### config.mk
export PLATFORM = sky130hd
export DESIGN_NAME = arxmk_mix_stage
export DESIGN_NICKNAME = d
export VERILOG_FILES = /design/src/arxmk_pkg.sv /design/src/arxmk_mix_stage.sv
export SDC_FILE = /design/constraint.sdc
export NUM_CORES = 1
export LEC_CHECK = 0
export ABC_AREA = 1
export CORE_MARGIN = 2
export CORE_UTILIZATION = 35
export DETAILED_ROUTE_END_ITERATION = 6
export DONT_BUFFER_PORTS = 1
export GPL_ROUTABILITY_DRIVEN = 0
export PLACE_DENSITY = 0.58
export SYNTH_ARGS = -nofsm -noshare
export SYNTH_HDL_FRONTEND = slang
export SYNTH_SLANG_ARGS = --single-unit
### constraint.sdc
create_clock -name clk -period 7.1 [get_ports clk]
set_clock_uncertainty 0.05 [all_clocks]
set_input_delay 1.775 -clock clk [delete_from_list [all_inputs] [get_ports clk]]
set_output_delay 1.775 -clock clk [all_outputs]
set_load 0.05 [all_outputs]
### src/arxmk_pkg.sv
// Types, constants and the mixing step of the ARX multi-key hash
package arxmk_pkg;

  typedef logic [63:0] word_t;

  typedef enum logic [1:0] {
    CMD_ONE   = 2'd0,
    CMD_TWO   = 2'd1,
    CMD_THREE = 2'd2,
    CMD_WIDE  = 2'd3
  } cmd_t;

  typedef enum logic [1:0] {
    SEL_A = 2'd0,
    SEL_B = 2'd1,
    SEL_C = 2'd2
  } word_sel_t;

  typedef struct packed {
    cmd_t  cmd;
    word_t a;
    word_t b;
    word_t c;
  } mix_t;

  localparam word_t MUL_A = 64'hff51afd7ed558ccd;
  localparam word_t MUL_B = 64'hc4ceb9fe1a85ec53;
  localparam word_t MUL_C = 64'h9e3779b97f4a7c15;

  localparam word_t XA0 = 64'h00000000cafebabe;
  localparam word_t XB0 = 64'h00000000deadbeef;
  localparam word_t XC0 = 64'h000000000b5e55ed;
  localparam word_t XA1 = 64'h00000000cabba6e5;
  localparam word_t XB1 = 64'h00000000b01dface;
  localparam word_t XA2 = 64'h00000000ba5eba11;
  localparam word_t XB2 = 64'h000000006a5f1e1d;
  localparam word_t XC2 = 64'h00000000dead50fa;

  localparam int ROUNDS    = 3;
  localparam int MIX_STEPS = 3 * ROUNDS;
  localparam int ST_IN     = 0;
  localparam int ST_MUL    = 1;
  localparam int ST_INIT   = 2;
  localparam int ST_MIX0   = 3;
  localparam int ST_OUT    = ST_MIX0 + MIX_STEPS;
  localparam int NSTAGE    = ST_OUT + 1;

  function automatic logic is_three(input cmd_t cmd);
    return (cmd == CMD_THREE) || (cmd == CMD_WIDE);
  endfunction

  // one word update: xor with constants, add (three-way in three-word modes), rotate left
  function automatic word_t mix_word(input word_sel_t sel, input logic three,
                                     input word_t a, input word_t b, input word_t c);
    word_t xa;
    word_t xb;
    word_t xc;
    word_t sum;
    word_t res;
    unique case (sel)
      SEL_A: begin
        xa = XA0; xb = XB0; xc = XC0;
      end
      SEL_B: begin
        xa = XA1; xb = XB1; xc = XC0;
      end
      default: begin
        xa = XA2; xb = XB2; xc = XC2;
      end
    endcase
    sum = (a ^ xa) + (b ^ xb) + (three ? (c ^ xc) : '0);
    unique case (sel)
      SEL_A:   res = {sum[40:0], sum[63:41]};
      SEL_B:   res = {sum[58:0], sum[63:59]};
      default: res = {sum[46:0], sum[63:47]};
    endcase
    return res;
  endfunction

endpackage

### src/arxmk_mix_stage.sv
// One registered word update of the ARX mixing rounds
module arxmk_mix_stage import arxmk_pkg::*; (
  input  logic      clk,
  input  logic      ld,
  input  word_sel_t sel,
  input  mix_t      d,
  output mix_t      q
);

  mix_t  q_r;
  mix_t  q_nxt;
  logic  three;
  word_t upd;

  assign three = is_three(d.cmd);
  assign upd   = mix_word(sel, three, d.a, d.b, d.c);

  always_comb begin
    q_nxt = d;
    unique case (sel)
      SEL_A: q_nxt.a = upd;
      SEL_B: q_nxt.b = upd;
      SEL_C: begin
        // two-word modes never touch c
        if (three) begin
          q_nxt.c = upd;
        end
      end
      default: q_nxt = d;
    endcase
  end

  always_ff @(posedge clk) begin
    if (ld) begin
      q_r <= q_nxt;
    end
  end

  assign q = q_r;

endmodule

# Yosys cells after proc, flatten, opt, wreduce, memory -nomap -nowiden
# Index checks and enable logic that the tools add are counted.
# op_classes
add_sub_neg	2
n_eq_ne	4
mux	9
bitwise	3
n_reduce_logical	3
# ops
op	count
64-bit two-way mux	5
64-bit XOR	3
64-bit adder	2
64-bit one-hot mux with 2 select lines	1
32-bit one-hot mux with 2 select lines	1
31-bit one-hot mux with 2 select lines	1
32-bit two-way mux	1
2-bit == test, second input constant	3
2-bit by 1-bit == test with 1-bit output, second input constant	1
2-bit zero test	1
2-bit OR reduction	1
1-bit logical OR	1
# totals
regBits	194
inputBits	198
output_inout_bits	194
wordCells	25

# Logic depth before layout (Yosys ltp)
# Gate-level depths: netlist (run 1).
# depth
ltp_word	9
depth_mapped	24
depth_no_buf	22

# Worst setup path before layout (run 1)
# No wires, ideal clock.
# synth_path
path_kind	input to register
from	input port sel[1]
to	register q_r (netlist bit q[126]) (data pin)
setup_time_ps	252
arrival_ps	4862
t_required_ps	6798
path_slack_ps	1936
stages	21
n_path_buf	3
cell_sequence	buf_2 clkbuf_1 clkbuf_1 xnor2_1 fa_1 ha_1 inv_1 fa_1 nor2_1 o21ai_1 nand2_2 nand2_1 nand3_2 nand2_1 nand2_1 nand3_2 nand2_1 nand2_1 and2_4 nand2_1 nand2_1
# synth_lines
item	line	text
start, declared	arxmk_mix_stage.sv:5	input word_sel_t sel,
end signal, assigned	arxmk_mix_stage.sv:35	q_r <= q_nxt;
end, declared	arxmk_mix_stage.sv:10	mix_t q_r;

==> results.ini, run 1 <==
[clocking]
ctsHoldBuffers=0
htree_levels=4
cts_sinks=194
cts.repair.resized=0
cts_tree=built
post_cts_buffers=0
cts_buffers=17
cts.clk_slew.worst_paths_ps=70
cts_max_path_buffers=2
cts-root-buf=clkbuf_16

[route]
viasPerCell=5.491
firstDrtPassIters=7
postRouteAntennaNets=0
avgRoutedWirePerCell_um=25.67
drt_wl_total_mm=73.25
remaining_drc_errors=4
vias=15670
drtIter0Drc=2276

[pwr]
clock_power_share_pct=18.7
p_int_mw=2.562
switchingPower_mw=2.665
switching_share_pct=50.98
pwr-share-seq_pct=38.5
combinationalPowerShare_pct=42.8
p_leak_nw=8.667
powerDensity_nw_per_um2=296.4
irDropWorstVdd_v=0.0002155

[cells_and_area]
final_layout_size_suffix_gt1_share_pct=5.348
syn_to_final_growth_pct=7.530
fillers=4879
largest_reg_flops=194
final_common_cell=nand2_1
nets=2555
layout_common_cells=nand2_1, inv_1, edfxtp_1

[floorplanning]
initial_core_util_pct=35.38
die-area_um2=48600
coreArea_um2=46360
io-pin-count=392
rows=79
dieWidth_um=220.5
die_h_um=220.5

[timing]
slew_headroom_pct=36.88
fin_tns_setup_ps=0
hold_ws_ps=1335
finalMaxSlewViolations=0
tightest_slew_ps=943.6
fmax_mhz=180.0
rsz0062_at_grt=false
min_period_ps=5557
finalHoldViolCount=0
fin_crit_sh_pct=78.26
setup_violations=0

[synthesis]
syn_avg_cell_area_um2=7.276
synth.distinct_cells=45
synth-seq-area-share_pct=35.52
syn-num-nets=2578
yosys_warnings=0
ys_seq_elements=194
syn-cell-area_um2=16400
netlist_instances=2254

[global_routing]
grt.overflow.total=0
gr-usage-all-layers_pct=29.53
grt_max_degree=195
grt_pass1_wl_mm=101.7
first_global_vias=14340
grt_antenna_before_repair=3

[setup_path]
cp-start-kind=primary input
max_stage_delay_ps=650
endpoint_kind=flop
path_max_fanout=69
critPathBufInv=3
critPathRequiredTime_ps=7280
critical_path.top_delay_family=simple AND/OR/NAND/NOR gates
crit_chain=nor2_4 -> xor2_1 -> fa_1 -> inv_1 -> ha_1 -> inv_1 -> fa_1 -> nor2_1 -> o21ai_1 -> nand2_2 -> nand2_1 -> nand2_1 -> nand2_1 -> nand2_1 -> nand3b_1 -> nand3_1 -> nand3_1 -> o21ai_0 -> inv_1
critical_path.most_common_cell=nand2_1
worst-setup-path-type=in -> reg
worst_ep_arrival_time_ps=5740
crit_slowest_cell=nor2_4

[outcome]
violations=DRC
status=finished with violations

[placed_design]
dp_hpwl_mm=60.24
port_buffers=0

[hold_path]
hold_class=in -> reg

[run]
drv_cap=0

## per-layer routing
layer  GRT usage [%]  wire, µm  vias up
li1                -         -     6984
met1           38.34     28140     7459
met2           46.67     33130     1053
met3           6.433      7993      172
met4           14.23      3978        2
met5               0        16        -
## cell families (layout without fill, tap and decap cells)
family	count (synthesis)	count (layout)	synth area share, %
mux	1	1	0.06104
compound gates	202	202	6.653
xor+xnor	75	75	4.189
other cells	0	3	0
simple gates	1218	1218	31.00
fa+ha+maj	126	126	12.45
flops	194	194	35.52
buf+inv	438	428	10.12
## stage by stage
stage	util, %	instance area, µm²	cells	power [mW]	worst slack, ps
after floorplan	-	16400	2254	3.292	1936
after global placement	36.81	17070	2819	4.171	1329
after detailed placement	36.81	17070	2819	4.171	1325
after CTS	38.02	17630	2851	5.151	1772
after global routing	38.03	17630	2853	5.418	1463
final	38.04	17630	2854	5.227	1543
## path summary, 6_finish.rpt
check	end	cells after the start	slack, ps	start
max	q[14]$_DFFE_PP_	19	1540	sel[1]
min	q[192]$_DFFE_PP_	0	1340	d[192]
## power groups by stage
| stage | combinational, mW | clock (mW) | sequential, mW |
|---|---|---|---|
| final | 2.24 | 0.978 | 2.01 |
| after global routing | 2.37 | 1.03 | 2.02 |
| after floorplan | 1.30 | 0 | 1.99 |
| after CTS | 2.15 | 0.990 | 2.01 |
| after detailed placement | 2.13 | 0 | 2.04 |
| after global placement | 2.13 | 0 | 2.04 |
## cells in the mapped netlist, drive strengths merged
cell | count | area (µm²)
a21boi | 2 | 15.01
a21o | 1 | 7.510
a21oi | 83 | 415.4
a31oi | 3 | 18.77
and2 | 15 | 103.9
buf | 21 | 95.09
clkbuf | 36 | 135.1
clkinv | 1 | 3.750
edfxtp | 194 | 5826
fa | 62 | 1241
ha | 64 | 800.8
inv | 380 | 1426
mux2i | 1 | 10.01
nand2 | 860 | 3266
nand3 | 105 | 570.6
nand3b | 20 | 150.1
nand4 | 21 | 131.4
nor2 | 167 | 676.9
nor3 | 11 | 60.06
nor4 | 2 | 18.77
o211ai | 4 | 40.03
o21a | 3 | 22.52
o21ai | 92 | 464.2
o21bai | 12 | 93.84
o22ai | 1 | 6.260
o31ai | 1 | 7.510
or2 | 17 | 106.4
xnor2 | 23 | 201.4
xor2 | 52 | 485.5
## final cells by class
type,instances,area [µm²],area share [%]
Antenna cell,3,7.507,0.04257
Clock buffer,18,429.2,2.434
Sequential cell,194,5826,33.04
Clock inverter,14,131.4,0.7450
Inverter,381,1430,8.110
Tap cell,607,759.5,4.307
Timing Repair Buffer,15,125.1,0.7095
Multi-Input combinational cell,1622,8926,50.62
Note: power is estimated with default switching activity, not from simulation.
==> inputs of run 2 (changes only) <==
ABC_AREA = 0   (was 1)
clock period = 5.7 ns   (was 7.1 ns; I/O delays follow)
==> run 2 against run 1 <==
Against the previous run: the run now ends clean; worst hold slack got worse by 380 ps; sequential power up 26%; total power is 20% higher; cell count shrank 26%; final area is 8.5% lower; highest routed layer is now met4; non-clock buffer count rose by 41; sequential share of layout area up 3.1 points; critical path depth shrank 6.
==> results.ini, run 2 <==
[synthesis]
syn_avg_cell_area_um2=9.307  ; was 7.276 µm²
yosys_warnings=0  ; unchanged
syn-cell-area_um2=14840  ; was 16400 µm²
synth.distinct_cells=68  ; was 45
ys_seq_elements=194  ; unchanged
netlist_instances=1594  ; was 2254
async_flop_share_pct=0  ; unchanged
yosys.area.top_type=edfxtp_1  ; unchanged
yosysTopAreaCellShare_pct=39.27  ; was 35.52%
synth-seq-area-share_pct=39.27  ; was 35.52%
synth_common_cells=nand2_1, edfxtp_1, o21ai_0  ; was nand2_1, inv_1, edfxtp_1
yosysMostFrequentCell=nand2_1  ; unchanged
synthTopCellsByArea=edfxtp_1, fa_1, nand2_1  ; was edfxtp_1, nand2_1, inv_1
syn-num-nets=1918  ; was 2578
synth-edff-count=194  ; unchanged
synth-main-ff-cell=edfxtp_1  ; unchanged

[route]
postRouteAntennaNets=0  ; unchanged
viasPerCell=5.971  ; was 5.491
remaining_drc_errors=0  ; was 4
avgRoutedWirePerCell_um=28.48  ; was 25.67 µm
drt_wl_total_mm=60.18  ; was 73.25 mm
vias=12620  ; was 15670
drtIter0Drc=1370  ; was 2276
firstDrtPassIters=5  ; was 7

[clocking]
cts.repair.resized=0  ; unchanged
ctsHoldBuffers=0  ; unchanged
cts_sinks=194  ; unchanged
cts_max_path_buffers=2  ; unchanged
post_cts_buffers=0  ; unchanged
htree_levels=4  ; unchanged
cts_tree=built  ; unchanged
cts-root-buf=clkbuf_16  ; unchanged
cts.clk_slew.worst_paths_ps=80  ; was 70 ps
cts_buffers=17  ; unchanged

[cells_and_area]
final_layout_size_suffix_gt1_share_pct=6.747  ; was 5.348%
layout_common_cells=nand2_1, edfxtp_1, o21ai_0  ; was nand2_1, inv_1, edfxtp_1
syn_to_final_growth_pct=8.754  ; was 7.530%
fillers=4242  ; was 4879
nets=1883  ; was 2555
stdcell_count=2113  ; was 2854
final_common_cell=nand2_1  ; unchanged
largest_reg_flops=194  ; unchanged

[setup_path]
critical_path.top_delay_family=simple AND/OR/NAND/NOR gates  ; unchanged
critPathRequiredTime_ps=5850  ; was 7280 ps
endpoint_kind=flop  ; unchanged
path_max_fanout=15  ; was 69
cp-start-kind=primary input  ; unchanged
crit_chain=nor2b_2 -> buf_4 -> xnor2_1 -> fa_1 -> inv_1 -> ha_1 -> a21oi_1 -> nand2_1 -> nor3_1 -> a211oi_1 -> nor3_2 -> xor2_1 -> o21ai_0  ; was nor2_4 -> xor2_1 -> fa_1 -> inv_1 -> ha_1 -> inv_1 -> fa_1 -> nor2_1 -> o21ai_1 -> nand2_2 -> nand2_1 -> nand2_1 -> nand2_1 -> nand2_1 -> nand3b_1 -> nand3_1 -> nand3_1 -> o21ai_0 -> inv_1
critPathBufInv=2  ; was 3
worst-setup-path-type=in -> reg  ; unchanged
max_stage_delay_ps=780  ; was 650 ps
worst_ep_arrival_time_ps=5660  ; was 5740 ps
crit_slowest_cell=xor2_1  ; was nor2_4

[floorplanning]
rows=75  ; was 79
io-pin-count=392  ; unchanged
coreArea_um2=41850  ; was 46360 µm²
dieWidth_um=209.9  ; was 220.5 µm
die_h_um=209.9  ; was 220.5 µm
die-area_um2=44050  ; was 48600 µm²
initial_core_util_pct=35.45  ; was 35.38%

[timing]
fin_tns_setup_ps=0  ; unchanged
min_period_ps=5508
finalMaxSlewViolations=0  ; unchanged
hold_ws_ps=955.0  ; was 1335 ps
setup_violations=0  ; unchanged
fmax_mhz=181.5
rsz0062_at_grt=false  ; unchanged
fin_crit_sh_pct=96.64
slew_headroom_pct=38.39  ; was 36.88%
finalHoldViolCount=0  ; unchanged
tightest_slew_ps=921.0  ; was 943.6 ps

[global_routing]
grt.overflow.total=0  ; unchanged
gr-usage-all-layers_pct=27.11  ; was 29.53%
first_global_vias=11890  ; was 14340
grt_max_degree=195  ; unchanged
grt_antenna_before_repair=2  ; was 3
grt_pass1_wl_mm=84.82  ; was 101.7 mm

[placed_design]
port_buffers=0  ; unchanged
placed_cells=2079  ; was 2819
dp_hpwl_mm=47.71  ; was 60.24 mm

[outcome]
status=finished, final reports clean  ; was finished with violations

[pwr]
powerDensity_nw_per_um2=389.3  ; was 296.4 nW/µm²
irDropWorstVdd_v=0.0002249  ; was 0.0002155 V
p_leak_nw=6.334  ; was 8.667 nW
finalPower_mw=6.281  ; was 5.227 mW

[run]
drv_cap=0  ; unchanged

[hold_path]
hold_class=in -> reg  ; unchanged

[run 2: changes by cell type in the layout (fill, tap and decap cells not counted), moves of 24 or more]
cell and delta:
nand2_1 -585, nor2_1 -98, and2_1 +33, inv_1 -306, buf_4 +41, a21o_1 +24, xnor2_1 +44, nand3_1 -58
nand4_1 +36, o21ai_0 +112
[run 2: layout make-up]
class / count / area [µm²] / share of cell area [%]
multi-input combinational: 1223 / 8354 / 51.78
sequential: 194 / 5826 / 36.11
tap: 539 / 674.4 / 4.180
clock buffer: 19 / 432.9 / 2.683
timing repair buffer: 56 / 432.9 / 2.683
inverter: 67 / 251.5 / 1.559
clock inverter: 12 / 155.1 / 0.9616
antenna: 3 / 7.507 / 0.04653
[run 2: power by group]
part | internal, mW | leakage (nW) | total (mW) | switching (mW)
Clock | 0.688 | 0.286 | 1.28 | 0.589
Combinational | 0.831 | 4.15 | 2.46 | 1.63
Sequential | 1.82 | 1.89 | 2.54 | 0.716
Total | 3.34 | 6.33 | 6.28 | 2.94
[run 2: kinds of logic after synthesis]
logic type	after synthesis	share of synthesized area, %
AOI/OAI and AO/OA	432	17.76
adders and majority gates	126	13.76
xor gates and xnor gates	107	6.317
buffers and inverters	177	4.672
DFF	194	39.27
and+or+nand+nor	552	17.81
muxes	6	0.4048
[run 2: stage by stage]
step | area [µm²] | setup slack (ps) | utilization (%)
3_3_place_gp | 15520 | -363.6 | 37.09
2_1_floorplan | 14850 | 19.04 | -
6_report | 16130 | 191.6 | 38.55
5_1_grt | 16130 | 71.33 | 38.53
3_5_place_dp | 15520 | -416.2 | 37.09
4_1_cts | 16110 | 111.1 | 38.50
[run 2: routing by layer]
| metal | global-route usage [%] | part of all wire (%) | wire length [µm] | vias up |
|---|---|---|---|---|
| met3 | 8.365 | 10 | 6164 | 86 |
| met5 | 0 | 0 | 0 | - |
| met2 | 42.81 | 46 | 27690 | 665 |
| li1 | - | - | - | 5667 |
| met4 | 9.978 | 3.1 | 1857 | 0 |
| met1 | 35.00 | 41 | 24470 | 6199 |
[run 2: worst paths after layout]
path,from,slack [ps],endpoint,cells past startpoint
max,sel[0],190,q[131]$_DFFE_PP_,13
min,d[193],950,q[193]$_DFFE_PP_,0
==> inputs of run 3 (changes only) <==
CORE_UTILIZATION = 50   (was 35)
PLACE_DENSITY = 0.74   (was 0.58)
RECOVER_POWER = 100   (was unset)
==> run 3 against run 2 <==
Against the previous run: the run now ends with capacitance limit, slew limit left; sequential share of layout area is 0.99 points higher; highest routed layer is now met5; final area fell by 2.7%; critical path depth unchanged; via count increased by 1.4%; worst setup slack better by 100 ps; clock power down 5%; critical endpoint is now q[3]$_DFFE_PP_; count of clock-buffer cells in the layout is 2 lower; global-route usage up 7.5 points.
==> results.ini, run 3 (synthesized netlist as in run 2, its figures left out) <==
[global_routing]
grt.overflow.total=0  ; unchanged
first_global_vias=12030  ; was 11890
grt_max_degree=195  ; unchanged
grt_pass1_wl_mm=78.75  ; was 84.82 mm
grt_antenna_before_repair=2  ; unchanged
gr-usage-all-layers_pct=34.64  ; was 27.11%

[timing]
fin_crit_sh_pct=94.84  ; was 96.64%
tightest_slew_ps=1912  ; was 921.0 ps
slew_headroom_pct=-27.44  ; was 38.39%
setup_violations=0  ; unchanged
rsz0062_at_grt=false  ; unchanged
fin_tns_setup_ps=0  ; unchanged
fmax_mhz=185.0  ; was 181.5 MHz
finalMaxSlewViolations=45  ; was 0
setup_ws_ps=293.9  ; was 191.6 ps
hold_ws_ps=1013  ; was 955.0 ps
min_period_ps=5406  ; was 5508 ps
finalHoldViolCount=0  ; unchanged

[clocking]
cts.clk_slew.worst_paths_ps=90  ; was 80 ps
cts_sinks=194  ; unchanged
post_cts_buffers=0  ; unchanged
cts.repair.resized=0  ; unchanged
ctsHoldBuffers=0  ; unchanged
cts_max_path_buffers=2  ; unchanged
cts_tree=built  ; unchanged
htree_levels=4  ; unchanged
cts-root-buf=clkbuf_16  ; unchanged
cts_buffers=17  ; unchanged

[route]
drt_wl_total_mm=54.25  ; was 60.18 mm
postRouteAntennaNets=0  ; unchanged
remaining_drc_errors=0  ; unchanged
firstDrtPassIters=6  ; was 5
vias=12790  ; was 12620
avgRoutedWirePerCell_um=27.76  ; was 28.48 µm
drtIter0Drc=1524  ; was 1370
viasPerCell=6.545  ; was 5.971

[floorplanning]
rows=63  ; was 75
io-pin-count=392  ; unchanged
die_h_um=176.3  ; was 209.9 µm
dieWidth_um=176.3  ; was 209.9 µm
coreArea_um2=29400  ; was 41850 µm²
initial_core_util_pct=50.46  ; was 35.45%
die-area_um2=31060  ; was 44050 µm²

[outcome]
status=finished with violations  ; was finished, final reports clean
violations=capacitance limit, slew limit

[setup_path]
endpoint_kind=flop  ; unchanged
crit_chain=nor2b_2 -> buf_4 -> xnor2_1 -> fa_1 -> ha_1 -> and2_0 -> a221o_1 -> a21oi_1 -> nand4_1 -> a21oi_1 -> o21ai_0 -> xnor2_1 -> o21ai_0  ; was nor2b_2 -> buf_4 -> xnor2_1 -> fa_1 -> inv_1 -> ha_1 -> a21oi_1 -> nand2_1 -> nor3_1 -> a211oi_1 -> nor3_2 -> xor2_1 -> o21ai_0
worst_ep_arrival_time_ps=5520  ; was 5660 ps
critical_path.top_delay_family=compound AO/OA/AOI/OAI gates  ; was simple AND/OR/NAND/NOR gates
max_stage_delay_ps=700  ; was 780 ps
critPathBufInv=1  ; was 2
crit_slowest_cell=xnor2_1  ; was xor2_1
worst-setup-path-type=in -> reg  ; unchanged
critPathRequiredTime_ps=5810  ; was 5850 ps
path_max_fanout=7  ; was 15
cp-start-kind=primary input  ; unchanged

[placed_design]
placed_cells=1921  ; was 2079
port_buffers=0  ; unchanged
placed_cell_area_um2=15260  ; was 15520 µm²
dpl_worst_slack_ps=-37.18  ; was -416.2 ps
dp_hpwl_mm=42.88  ; was 47.71 mm

[cells_and_area]
nets=1874  ; was 1883
final_layout_size_suffix_gt1_share_pct=4.164  ; was 6.747%
fin_area_um2=15710  ; was 16130 µm²
syn_to_final_growth_pct=5.862  ; was 8.754%
largest_reg_flops=194  ; unchanged
layout_common_cells=nand2_1, o21ai_0, edfxtp_1  ; was nand2_1, edfxtp_1, o21ai_0
fillers=2667  ; was 4242
final_common_cell=nand2_1  ; unchanged
stdcell_count=1954  ; was 2113

[pwr]
p_leak_nw=6.179  ; was 6.334 nW
irDropWorstVdd_v=0.0002093  ; was 0.0002249 V
powerDensity_nw_per_um2=383.9  ; was 389.3 nW/µm²

[hold_path]
hold_class=in -> reg  ; unchanged

[run]
drv_cap=1  ; was 0

-- run 3: final cells by class --
type	instances	area, µm²	share of cell area [%]
antenna	3	7.507	0.04780
clock buffer	17	425.4	2.709
clock inverter	13	133.9	0.8524
sequential	194	5826	37.09
tap	390	488.0	3.107
multi-input combinational	1223	8314	52.94
timing repair buffer	47	259.0	1.649
inverter	67	251.5	1.601
-- run 3: layer usage --
metal  vias up  routed length [µm]  global-route usage [%]
li1       5633                   -                       -
met1      6061               20840                   45.08
met2       931               23470                   51.55
met3       162                6959                   12.12
met4         2                2965                   16.84
met5         -                  16                       0
-- run 3: stage by stage --
| step | power [mW] | utilization (%) |
|---|---|---|
| 6_report | 6.029 | 53.42 |
| 2_1_floorplan | 3.915 | - |
| 4_1_cts | 6.045 | 53.79 |
| 3_5_place_dp | 4.835 | 51.89 |
| 3_3_place_gp | 4.802 | 51.89 |
| 5_1_grt | 6.253 | 53.41 |
-- run 3: path summary, 6_finish.rpt --
kind / from / end / slack (ps) / depth (start not counted)
min: d[193] / q[193]$_DFFE_PP_ / 1010 / 0
max: sel[0] / q[3]$_DFFE_PP_ / 290 / 13
-- run 3: power breakdown --
group / leakage [nW] / switching [mW] / total [mW] / internal [mW]
clock network: 0.275 / 0.573 / 1.22 / 0.643
logic: 4.01 / 1.57 / 2.28 / 0.704
registers: 1.89 / 0.712 / 2.54 / 1.82
total: 6.18 / 2.86 / 6.03 / 3.17
